[src/rtl/core/assert_macros.svh]
// ----------------------------------------------------------------------------
// assertion macros
// shared concurrent check forms, clocked on clk, disabled in reset
// ----------------------------------------------------------------------------
`ifndef ASSERT_MACROS_SVH
`define ASSERT_MACROS_SVH

// same-cycle implication
`define LBEC_ASSERT_IMPL(label, ante, cons) \
	label: assert property (@(posedge clk) disable iff (!arst_n) (ante) |-> (cons)) \
		else $error("lbec: same-cycle check failed");

// next-cycle implication
`define LBEC_ASSERT_NEXT(label, ante, cons) \
	label: assert property (@(posedge clk) disable iff (!arst_n) (ante) |=> (cons)) \
		else $error("lbec: next-cycle check failed");

`endif

[src/rtl/core/lbec_pkg.sv]
// ----------------------------------------------------------------------------
// lbec_pkg
// widths, edge order, orientation codes and per-edge check record
// ----------------------------------------------------------------------------
package lbec_pkg;

	localparam int unsigned CoordW = 16;
	localparam int unsigned SizeW  = 16;
	localparam int unsigned DiffW  = CoordW + 2;
	localparam int unsigned CmpW   = DiffW + 1;
	localparam int unsigned ProdW  = DiffW + SizeW + 1;
	localparam int unsigned SumW   = ProdW + 1;
	localparam int unsigned EdgeN  = 4;
	localparam int unsigned MaskW  = EdgeN;

	localparam int unsigned EDGE_TOP    = 0;
	localparam int unsigned EDGE_RIGHT  = 1;
	localparam int unsigned EDGE_BOTTOM = 2;
	localparam int unsigned EDGE_LEFT   = 3;

	typedef enum logic [1:0] {
		ORI_COL = 2'd0,
		ORI_POS = 2'd1,
		ORI_NEG = 2'd2
	} ori_t;

	typedef struct packed {
		ori_t o3;
		ori_t o4;
		logic in1;
		logic in2;
		logic hit34;
	} edge_chk_t;

	typedef edge_chk_t [EdgeN-1:0] edge_chk_vec_t;

	function automatic ori_t ori_code(input logic zero, input logic neg);
		ori_t o;
		if (zero) begin
			o = ORI_COL;
		end else if (neg) begin
			o = ORI_NEG;
		end else begin
			o = ORI_POS;
		end
		return o;
	endfunction

	function automatic ori_t ori_flip(input ori_t o);
		ori_t r;
		case (o)
			ORI_POS: r = ORI_NEG;
			ORI_NEG: r = ORI_POS;
			default: r = ORI_COL;
		endcase
		return r;
	endfunction

endpackage

[src/rtl/core/lbec_diff_stage.sv]
// ----------------------------------------------------------------------------
// lbec_diff_stage
// first stage: start point relative to the box centre, in doubled units
// ----------------------------------------------------------------------------
module lbec_diff_stage (
	input  logic                               clk,
	input  logic                               arst_n,
	input  logic                               in_valid,
	output logic                               in_ready,
	input  logic signed [lbec_pkg::CoordW-1:0] start_x,
	input  logic signed [lbec_pkg::CoordW-1:0] start_y,
	input  logic signed [lbec_pkg::CoordW-1:0] center_x,
	input  logic signed [lbec_pkg::CoordW-1:0] center_y,
	input  logic        [lbec_pkg::SizeW-1:0]  box_width,
	input  logic        [lbec_pkg::SizeW-1:0]  box_height,
	output logic                               out_valid,
	input  logic                               out_ready,
	output logic signed [lbec_pkg::DiffW-1:0]  dx,
	output logic signed [lbec_pkg::DiffW-1:0]  dy,
	output logic        [lbec_pkg::SizeW-1:0]  size_w,
	output logic        [lbec_pkg::SizeW-1:0]  size_h
);

	logic                              v_s1;
	logic signed [lbec_pkg::DiffW-1:0] dx_s1;
	logic signed [lbec_pkg::DiffW-1:0] dy_s1;
	logic        [lbec_pkg::SizeW-1:0] w_s1;
	logic        [lbec_pkg::SizeW-1:0] h_s1;

	logic signed [lbec_pkg::CoordW:0]  sub_x;
	logic signed [lbec_pkg::CoordW:0]  sub_y;

	assign sub_x = $signed({start_x[lbec_pkg::CoordW-1], start_x})
		- $signed({center_x[lbec_pkg::CoordW-1], center_x});
	assign sub_y = $signed({start_y[lbec_pkg::CoordW-1], start_y})
		- $signed({center_y[lbec_pkg::CoordW-1], center_y});

	assign in_ready = !v_s1 || out_ready;

	always_ff @(posedge clk or negedge arst_n) begin
		if (!arst_n) begin
			v_s1 <= 1'b0;
		end else if (in_ready) begin
			v_s1 <= in_valid;
		end
	end

	// doubling makes the half sizes whole
	always_ff @(posedge clk) begin
		if (in_valid && in_ready) begin
			dx_s1 <= $signed({sub_x, 1'b0});
			dy_s1 <= $signed({sub_y, 1'b0});
			w_s1  <= box_width;
			h_s1  <= box_height;
		end
	end

	assign out_valid = v_s1;
	assign dx        = dx_s1;
	assign dy        = dy_s1;
	assign size_w    = w_s1;
	assign size_h    = h_s1;

endmodule

[src/rtl/core/lbec_prod_stage.sv]
// ----------------------------------------------------------------------------
// lbec_prod_stage
// second stage: the two cross products and the per-edge compare terms
// ----------------------------------------------------------------------------
`include "assert_macros.svh"

module lbec_prod_stage (
	input  logic                               clk,
	input  logic                               arst_n,
	input  logic                               in_valid,
	output logic                               in_ready,
	input  logic signed [lbec_pkg::DiffW-1:0]  dx,
	input  logic signed [lbec_pkg::DiffW-1:0]  dy,
	input  logic        [lbec_pkg::SizeW-1:0]  size_w,
	input  logic        [lbec_pkg::SizeW-1:0]  size_h,
	output logic                               out_valid,
	input  logic                               out_ready,
	output logic signed [lbec_pkg::ProdW-1:0]  p1,
	output logic signed [lbec_pkg::ProdW-1:0]  p2,
	output lbec_pkg::edge_chk_vec_t            chk
);

	logic                              v_s2;
	logic signed [lbec_pkg::ProdW-1:0] p1_s2;
	logic signed [lbec_pkg::ProdW-1:0] p2_s2;
	lbec_pkg::edge_chk_vec_t           chk_s2;

	logic signed [lbec_pkg::ProdW-1:0] p1_c;
	logic signed [lbec_pkg::ProdW-1:0] p2_c;
	lbec_pkg::edge_chk_vec_t           chk_c;

	logic signed [lbec_pkg::ProdW-1:0] dx_e, dy_e, w_e, h_e;
	logic                              in_beat;

	logic signed [lbec_pkg::CmpW-1:0]  xs, ys, ws, hs, nws, nhs;
	logic                              wz, hz;
	logic                              inx_pw, inx_nw, iny_ph, iny_nh;
	logic                              xin, yin;
	logic                              o4z;
	logic [lbec_pkg::EdgeN-1:0]        o3z;

	assign dx_e = $signed({{(lbec_pkg::ProdW-lbec_pkg::DiffW){dx[lbec_pkg::DiffW-1]}}, dx});
	assign dy_e = $signed({{(lbec_pkg::ProdW-lbec_pkg::DiffW){dy[lbec_pkg::DiffW-1]}}, dy});
	assign w_e  = $signed({{(lbec_pkg::ProdW-lbec_pkg::SizeW){1'b0}}, size_w});
	assign h_e  = $signed({{(lbec_pkg::ProdW-lbec_pkg::SizeW){1'b0}}, size_h});

	// x*h and y*w, the only products any edge needs
	assign p1_c = dx_e * h_e;
	assign p2_c = dy_e * w_e;

	assign xs  = $signed({dx[lbec_pkg::DiffW-1], dx});
	assign ys  = $signed({dy[lbec_pkg::DiffW-1], dy});
	assign ws  = $signed({{(lbec_pkg::CmpW-lbec_pkg::SizeW){1'b0}}, size_w});
	assign hs  = $signed({{(lbec_pkg::CmpW-lbec_pkg::SizeW){1'b0}}, size_h});
	assign nws = -ws;
	assign nhs = -hs;
	assign wz  = (size_w == '0);
	assign hz  = (size_h == '0);

	// corner inside the box spanned by start and centre
	assign inx_pw = (xs >= ws) || wz;
	assign inx_nw = (xs <= nws) || wz;
	assign iny_ph = (ys >= hs) || hz;
	assign iny_nh = (ys <= nhs) || hz;
	assign xin    = (xs >= nws) && (xs <= ws);
	assign yin    = (ys >= nhs) && (ys <= hs);
	assign o4z    = wz || hz;

	assign o3z[lbec_pkg::EDGE_TOP]    = wz || (ys == hs);
	assign o3z[lbec_pkg::EDGE_RIGHT]  = hz || (xs == ws);
	assign o3z[lbec_pkg::EDGE_BOTTOM] = wz || (ys == nhs);
	assign o3z[lbec_pkg::EDGE_LEFT]   = hz || (xs == nws);

	always_comb begin
		chk_c[lbec_pkg::EDGE_TOP].o3 =
			lbec_pkg::ori_code(o3z[lbec_pkg::EDGE_TOP], ys > hs);
		chk_c[lbec_pkg::EDGE_TOP].o4 = lbec_pkg::ori_code(o4z, 1'b0);
		chk_c[lbec_pkg::EDGE_TOP].in1 = inx_nw && iny_ph;
		chk_c[lbec_pkg::EDGE_TOP].in2 = inx_pw && iny_ph;
		chk_c[lbec_pkg::EDGE_TOP].hit34 =
			(o3z[lbec_pkg::EDGE_TOP] && xin && (ys == hs)) || hz;

		chk_c[lbec_pkg::EDGE_RIGHT].o3 =
			lbec_pkg::ori_code(o3z[lbec_pkg::EDGE_RIGHT], xs > ws);
		chk_c[lbec_pkg::EDGE_RIGHT].o4 = lbec_pkg::ori_code(o4z, 1'b0);
		chk_c[lbec_pkg::EDGE_RIGHT].in1 = inx_pw && iny_ph;
		chk_c[lbec_pkg::EDGE_RIGHT].in2 = inx_pw && iny_nh;
		chk_c[lbec_pkg::EDGE_RIGHT].hit34 =
			(o3z[lbec_pkg::EDGE_RIGHT] && (xs == ws) && yin) || wz;

		chk_c[lbec_pkg::EDGE_BOTTOM].o3 =
			lbec_pkg::ori_code(o3z[lbec_pkg::EDGE_BOTTOM], ys > nhs);
		chk_c[lbec_pkg::EDGE_BOTTOM].o4 = lbec_pkg::ori_code(o4z, 1'b1);
		chk_c[lbec_pkg::EDGE_BOTTOM].in1 = inx_nw && iny_nh;
		chk_c[lbec_pkg::EDGE_BOTTOM].in2 = inx_pw && iny_nh;
		chk_c[lbec_pkg::EDGE_BOTTOM].hit34 =
			(o3z[lbec_pkg::EDGE_BOTTOM] && (ys == nhs) && xin) || hz;

		chk_c[lbec_pkg::EDGE_LEFT].o3 =
			lbec_pkg::ori_code(o3z[lbec_pkg::EDGE_LEFT], xs > nws);
		chk_c[lbec_pkg::EDGE_LEFT].o4 = lbec_pkg::ori_code(o4z, 1'b1);
		chk_c[lbec_pkg::EDGE_LEFT].in1 = inx_nw && iny_ph;
		chk_c[lbec_pkg::EDGE_LEFT].in2 = inx_nw && iny_nh;
		chk_c[lbec_pkg::EDGE_LEFT].hit34 =
			(o3z[lbec_pkg::EDGE_LEFT] && (xs == nws) && yin) || wz;
	end

	assign in_ready = !v_s2 || out_ready;
	assign in_beat  = in_valid && in_ready;

	always_ff @(posedge clk or negedge arst_n) begin
		if (!arst_n) begin
			v_s2 <= 1'b0;
		end else if (in_ready) begin
			v_s2 <= in_valid;
		end
	end

	always_ff @(posedge clk) begin
		if (in_beat) begin
			p1_s2  <= p1_c;
			p2_s2  <= p2_c;
			chk_s2 <= chk_c;
		end
	end

	assign out_valid = v_s2;
	assign p1        = p1_s2;
	assign p2        = p2_s2;
	assign chk       = chk_s2;

	`LBEC_ASSERT_NEXT(a_zero_vec_zero_prod, (in_beat && {dx, dy} == '0), ({p1_s2, p2_s2} == '0))

endmodule

[src/rtl/core/lbec_mask_stage.sv]
// ----------------------------------------------------------------------------
// lbec_mask_stage
// third stage: product signs, orientation compare and the edge mask register
// ----------------------------------------------------------------------------
`include "assert_macros.svh"

module lbec_mask_stage (
	input  logic                               clk,
	input  logic                               arst_n,
	input  logic                               in_valid,
	output logic                               in_ready,
	input  logic signed [lbec_pkg::ProdW-1:0]  p1,
	input  logic signed [lbec_pkg::ProdW-1:0]  p2,
	input  lbec_pkg::edge_chk_vec_t            chk,
	output logic                               out_valid,
	input  logic                               out_ready,
	output logic        [lbec_pkg::MaskW-1:0]  edge_mask
);

	logic                              v_s3;
	logic        [lbec_pkg::MaskW-1:0] mask_s3;

	logic signed [lbec_pkg::SumW-1:0]  sum_v;
	logic signed [lbec_pkg::SumW-1:0]  dif_v;
	lbec_pkg::ori_t                    so, dn;
	lbec_pkg::ori_t                    o1 [lbec_pkg::EdgeN];
	lbec_pkg::ori_t                    o2 [lbec_pkg::EdgeN];
	logic        [lbec_pkg::MaskW-1:0] hit;
	logic        [lbec_pkg::MaskW-1:0] hit34_vec;
	logic                              in_beat;

	assign sum_v = $signed({p1[lbec_pkg::ProdW-1], p1}) + $signed({p2[lbec_pkg::ProdW-1], p2});
	assign dif_v = $signed({p1[lbec_pkg::ProdW-1], p1}) - $signed({p2[lbec_pkg::ProdW-1], p2});
	assign so    = lbec_pkg::ori_code(sum_v == '0, sum_v[lbec_pkg::SumW-1]);
	assign dn    = lbec_pkg::ori_code(dif_v == '0, dif_v[lbec_pkg::SumW-1]);

	// orientation of each edge end seen from the segment
	assign o1[lbec_pkg::EDGE_TOP]    = so;
	assign o2[lbec_pkg::EDGE_TOP]    = dn;
	assign o1[lbec_pkg::EDGE_RIGHT]  = dn;
	assign o2[lbec_pkg::EDGE_RIGHT]  = lbec_pkg::ori_flip(so);
	assign o1[lbec_pkg::EDGE_BOTTOM] = lbec_pkg::ori_flip(dn);
	assign o2[lbec_pkg::EDGE_BOTTOM] = lbec_pkg::ori_flip(so);
	assign o1[lbec_pkg::EDGE_LEFT]   = so;
	assign o2[lbec_pkg::EDGE_LEFT]   = lbec_pkg::ori_flip(dn);

	always_comb begin
		for (int e = 0; e < lbec_pkg::EdgeN; e++) begin
			hit[e] = ((o1[e] != o2[e]) && (chk[e].o3 != chk[e].o4))
				|| ((o1[e] == lbec_pkg::ORI_COL) && chk[e].in1)
				|| ((o2[e] == lbec_pkg::ORI_COL) && chk[e].in2)
				|| chk[e].hit34;
			hit34_vec[e] = chk[e].hit34;
		end
	end

	assign in_ready = !v_s3 || out_ready;
	assign in_beat  = in_valid && in_ready;

	always_ff @(posedge clk or negedge arst_n) begin
		if (!arst_n) begin
			v_s3 <= 1'b0;
		end else if (in_ready) begin
			v_s3 <= in_valid;
		end
	end

	always_ff @(posedge clk) begin
		if (in_beat) begin
			mask_s3 <= hit;
		end
	end

	assign out_valid = v_s3;
	assign edge_mask = mask_s3;

	`LBEC_ASSERT_NEXT(a_touch_kept, in_beat, ((mask_s3 & $past(hit34_vec)) == $past(hit34_vec)))

endmodule

[src/rtl/core/line_box_edge_crossing_mask_unit.sv]
// ----------------------------------------------------------------------------
// line_box_edge_crossing_mask_unit
// segment from start point to box centre tested against the four box edges
//
//   channel  signals                                      direction
//   in       in_valid in_ready start_x start_y center_x   into block
//            center_y box_width box_height
//   out      out_valid out_ready edge_mask                out of block
//
// one beat per cycle while out_ready is high; beats pass through the
// subtract, multiply and add/sign register stages
// arst_n clears the stage valid bits only; data registers are not reset
// each stage holds while the next is full, in_ready is high whenever any
// stage is empty or the output beat is being taken
// ----------------------------------------------------------------------------
`include "assert_macros.svh"

module line_box_edge_crossing_mask_unit (
	input  logic                               clk,
	input  logic                               arst_n,
	input  logic                               in_valid,
	output logic                               in_ready,
	input  logic signed [lbec_pkg::CoordW-1:0] start_x,
	input  logic signed [lbec_pkg::CoordW-1:0] start_y,
	input  logic signed [lbec_pkg::CoordW-1:0] center_x,
	input  logic signed [lbec_pkg::CoordW-1:0] center_y,
	input  logic        [lbec_pkg::SizeW-1:0]  box_width,
	input  logic        [lbec_pkg::SizeW-1:0]  box_height,
	output logic                               out_valid,
	input  logic                               out_ready,
	output logic        [lbec_pkg::MaskW-1:0]  edge_mask
);

	logic                              v1, r1;
	logic                              v2, r2;
	logic signed [lbec_pkg::DiffW-1:0] dx, dy;
	logic        [lbec_pkg::SizeW-1:0] size_w, size_h;
	logic signed [lbec_pkg::ProdW-1:0] p1, p2;
	lbec_pkg::edge_chk_vec_t           chk;

	lbec_diff_stage u_diff (
		.clk        (clk),
		.arst_n     (arst_n),
		.in_valid   (in_valid),
		.in_ready   (in_ready),
		.start_x    (start_x),
		.start_y    (start_y),
		.center_x   (center_x),
		.center_y   (center_y),
		.box_width  (box_width),
		.box_height (box_height),
		.out_valid  (v1),
		.out_ready  (r1),
		.dx         (dx),
		.dy         (dy),
		.size_w     (size_w),
		.size_h     (size_h)
	);

	lbec_prod_stage u_prod (
		.clk       (clk),
		.arst_n    (arst_n),
		.in_valid  (v1),
		.in_ready  (r1),
		.dx        (dx),
		.dy        (dy),
		.size_w    (size_w),
		.size_h    (size_h),
		.out_valid (v2),
		.out_ready (r2),
		.p1        (p1),
		.p2        (p2),
		.chk       (chk)
	);

	lbec_mask_stage u_mask (
		.clk       (clk),
		.arst_n    (arst_n),
		.in_valid  (v2),
		.in_ready  (r2),
		.p1        (p1),
		.p2        (p2),
		.chk       (chk),
		.out_valid (out_valid),
		.out_ready (out_ready),
		.edge_mask (edge_mask)
	);

	`LBEC_ASSERT_IMPL(a_no_idle_stall, (!v1 || !v2 || !out_valid || out_ready), in_ready)

	`LBEC_ASSERT_NEXT(a_out_after_handoff, (v2 && r2), out_valid)

endmodule

[config.mk]
export PLATFORM = sky130hd
export DESIGN_NAME = line_box_edge_crossing_mask_unit
export DESIGN_NICKNAME = d
export VERILOG_FILES = /design/src/rtl/core/lbec_pkg.sv /design/src/rtl/core/lbec_diff_stage.sv /design/src/rtl/core/lbec_prod_stage.sv /design/src/rtl/core/lbec_mask_stage.sv /design/src/rtl/core/line_box_edge_crossing_mask_unit.sv
export VERILOG_INCLUDE_DIRS = /design/src /design/src/rtl/core
export SDC_FILE = /design/constraint.sdc
export NUM_CORES = 2
export LEC_CHECK = 0
export ABC_AREA = 1
export ABC_CLOCK_PERIOD_IN_PS = 15700
export BUFFER_PORTS_ARGS = -buffer_cell sky130_fd_sc_hd__buf_2
export CAP_MARGIN = 15
export CORE_MARGIN = 1
export CORE_UTILIZATION = 49
export CTS_BUF_LIST = sky130_fd_sc_hd__clkbuf_4 sky130_fd_sc_hd__clkbuf_8
export CTS_CLUSTER_SIZE = 20
export DETAILED_ROUTE_END_ITERATION = 8
export PLACE_DENSITY_LB_ADDON = 0.08
export SKIP_CTS_REPAIR_TIMING = 1
export SLEW_MARGIN = 20
export SYNTH_ARGS = -nofsm -noshare
export SYNTH_HDL_FRONTEND = slang
export SYNTH_HIERARCHICAL = 1
export SYNTH_SLANG_ARGS = --single-unit
[constraint.sdc]
create_clock -name clk -period 15.7 [get_ports clk]
set_input_delay 0.785 -clock clk [delete_from_list [all_inputs] [get_ports clk]]
set_output_delay 0.785 -clock clk [all_outputs]
set_load 0.05 [all_outputs]
==> impl_metrics.csv <==
group,metric,value,unit
sta,period_needed,6640,ps
drt,met2_length,53.49,mm
setup_path,critPathBufInv,4,
setup_path,worstSetupStartpointType,"flip-flop",
drt,vias_per_cell,4.997,
drt,drtPass1Iterations,8,
sta,clock.fmax,0.1506,GHz
sta,setup_tns,0,ps
setup_path,cpMostUsedCell,"fa_1",
drt,first_iter_violations,2176,
cells_and_area,finalNetCount,6601,
drt,wl_met1,52.46,mm
cts,clk_pin_slew_worst_paths,100,ps
setup_path,cp-end-kind,"flip-flop",
setup_path,critical_path.top_delay_family,"adder cells",
sta,hold_viol,0,
cells_and_area,final_common_cell,"nand2_1",
placed_design,port_buffers,105,
worst_hold_path,hold_start,"box_height[9]",
global_routing,grt_max_degree,72,
global_routing,track_usage,29.03,%
cts,cts_buffer_depth,2,
floorplan,die-width,289.4,um
sta,setup_viol,0,
global_routing,grt.overflow.total,0,
setup_path,worstSetupStartpoint,"u_diff/size_w[2]$_DFFE_PP_",
job,cap_violations,0,
setup_path,slowest_delay,960,ps
cells_and_area,final_layout_size_suffix_gt1_share,6.837,%
synth,ys_ff_latch,160,
sta,maxSlewHeadroom,23.39,%
sta,post-route-period-util,42.29,%
setup_path,worstPathCellList,"nand2_1, fa_1, fa_1, inv_1, fa_1, fa_1, fa_1, inv_1, fa_1, inv_1, ha_1, a21oi_1, o21ai_0, a21oi_1, o21ai_0, a21oi_1, inv_1, nand2_1, nand2_1",
floorplan,start_util,49.39,%
synth,syn_inst,5591,
placed_design,globalplace.congestion,1.037,
drt,vias,33210,
synth,yosysWarnings,6,
cells_and_area,fill_cells,8365,
synth,seq_area_frac_synth,11.83,%
setup_path,r2r_start,"u_diff/size_w[2]$_DFFE_PP_",
synth,synth_edf_count,157,
sta,rsz0062_at_grt,"false",
floorplan,die_h,289.4,um
floorplan,die-area,0.08378,sq mm
setup_path,cp.arrival,6960,ps
global_routing,grt_pass1_vias,33830,
cts,clock-root-buffer,"clkbuf_8",
sta,skew,24.87,ps
global_routing,grt_pass1_wl,185.2,mm
run_status,status,"complete, no violations",
floorplan,core-area,0.08198,sq mm
cells_and_area,layout_common_cells,"1544 x nand2_1, 1503 x inv_1, 590 x fa_1, 350 x ha_1, 285 x nor2_1",
setup_path,crit_fanout,20,
drt,top_layer,"met4",
synth,synth_area,0.04049,sq mm
drt,remaining_drc_errors,0,
cts,numCtsBuffers,17,
synth,async_flop_share,1.875,%
drt,ant_nets,0,
setup_path,cp_data_required_time,16020,ps
sta,slew_violations,0,
drt,wire_per_inst,17.55,um
placed_design,dp_hpwl,98.09,mm
cts,clkSinkCount,160,
sta,tightestPinTransition,1149,ps
global_routing,antenna_found_initial,5,
drt,met3_wirelength,6.347,mm
synth,synthFlopType,"edfxtp_1",
drt,wl,116.6,mm
synth,avgSynthCellArea,7.241,sq um
cells_and_area,syn_to_final_growth,3.777,%
floorplan,rows,105,
synth,synth_cell_type_count,56,
setup_path,cp_slowest_cell,"edfxtp_1",
setup_path,crit_type,"flip-flop to flip-flop",
cts,clk_latency,570,ps
cts,cts_tree,"done",
cts,ctsHtreeMaxLevel,4,
worst_hold_path,hp-class,"input port to flip-flop",
floorplan,ios,106,
logic make-up (layout without fill, tap and decap cells):
family	Yosys count	after routing	share of synthesized area [%]
AOI/OAI and AO/OA	336	336	4.738
xor gates and xnor gates	109	109	2.358
adders and majority gates	940	940	39.99
buffers and inverters	1745	1723	16.86
DFF	160	160	11.83
other	2	9	0.01855
and+or+nand+nor	2299	2299	24.20
worst paths after layout:
check,to,slack [ps],cells after the start
min in group asynchronous,u_diff/out_valid$_DFFE_PN0N_,540,2
max in group asynchronous,u_mask/out_valid$_DFFE_PN0N_,15050,2
max reg2reg,u_prod/p2[34]$_DFFE_PP_,9060,19
min,u_diff/size_h[9]$_DFFE_PP_,380,1
max,u_prod/p2[34]$_DFFE_PP_,9060,19
min reg2reg,u_mask/out_valid$_DFFE_PN0N_,530,2
sequential cells by signal, summed over array words and instances (netlist names):
register          count
u_prod/p1            35
u_prod/p2            35
u_diff/dx            17
u_diff/dy            17
u_prod/chk           17
u_diff/size_h        16
u_diff/size_w        16
u_mask/edge_mask      4
u_diff/out_valid      1
u_mask/out_valid      1
u_prod/out_valid      1
through the flow:
step / setup slack (ps) / utilization (%) / area, sq um / hold slack, ps / cells
2_1_floorplan: 9906 / - / 40500 / 470.1 / 5595
3_3_place_gp: 9034 / 50.73 / 41590 / 502.4 / 6609
3_5_place_dp: 9039 / 50.73 / 41590 / 511.8 / 6609
4_1_cts: 9002 / 51.19 / 41970 / -52.96 / 6640
5_1_grt: 8576 / 51.25 / 42010 / 338.3 / 6645
6_report: 9060 / 51.25 / 42020 / 379.6 / 6646
cells in the mapped netlist (all sizes together) (4+ instances only):
| cell | count | area, sq um |
|---|---|---|
| inv | 1557 | 5852 |
| a21oi | 199 | 1052 |
| ha | 350 | 4379 |
| and3 | 5 | 31.28 |
| nor2 | 347 | 1562 |
| buf | 67 | 516.7 |
| and2 | 6 | 37.54 |
| fa | 590 | 11810 |
| xor2 | 71 | 621.9 |
| o21bai | 22 | 165.2 |
| xnor2 | 38 | 332.8 |
| clkbuf | 113 | 424.2 |
| o211ai | 5 | 42.54 |
| clkinv | 8 | 33.78 |
| edfxtp | 157 | 4715 |
| a21o | 9 | 67.56 |
| nand2 | 1591 | 6115 |
| nor4 | 4 | 31.28 |
| nand3 | 233 | 1279 |
| a21boi | 6 | 45.04 |
| nor3 | 47 | 304.1 |
| o21ai | 79 | 425.4 |
| o21a | 6 | 45.04 |
| nand4 | 59 | 390.4 |
metal layers:
metal | global-route usage [%] | vias up
met3 | 4.370 | 178
li1 | - | 16310
met4 | 11.32 | 0
met5 | 0 | -
met2 | 47.82 | 909
met1 | 38.39 | 15820
layout make-up:
type / instances / area, sq um / area share (%)
multi-input cells: 3690 / 28910 / 68.80
flip-flops and latches: 160 / 4790 / 11.40
clock inverters: 14 / 143.9 / 0.3425
diodes: 3 / 7.507 / 0.01787
inverters: 1565 / 5886 / 14.01
clock buffers: 17 / 234.0 / 0.5569
repair buffers: 127 / 708.2 / 1.686
well taps: 1070 / 1339 / 3.186
Power is not shown: default switching activity piles up to over one toggle a cycle in this logic, so the estimate is an artifact.
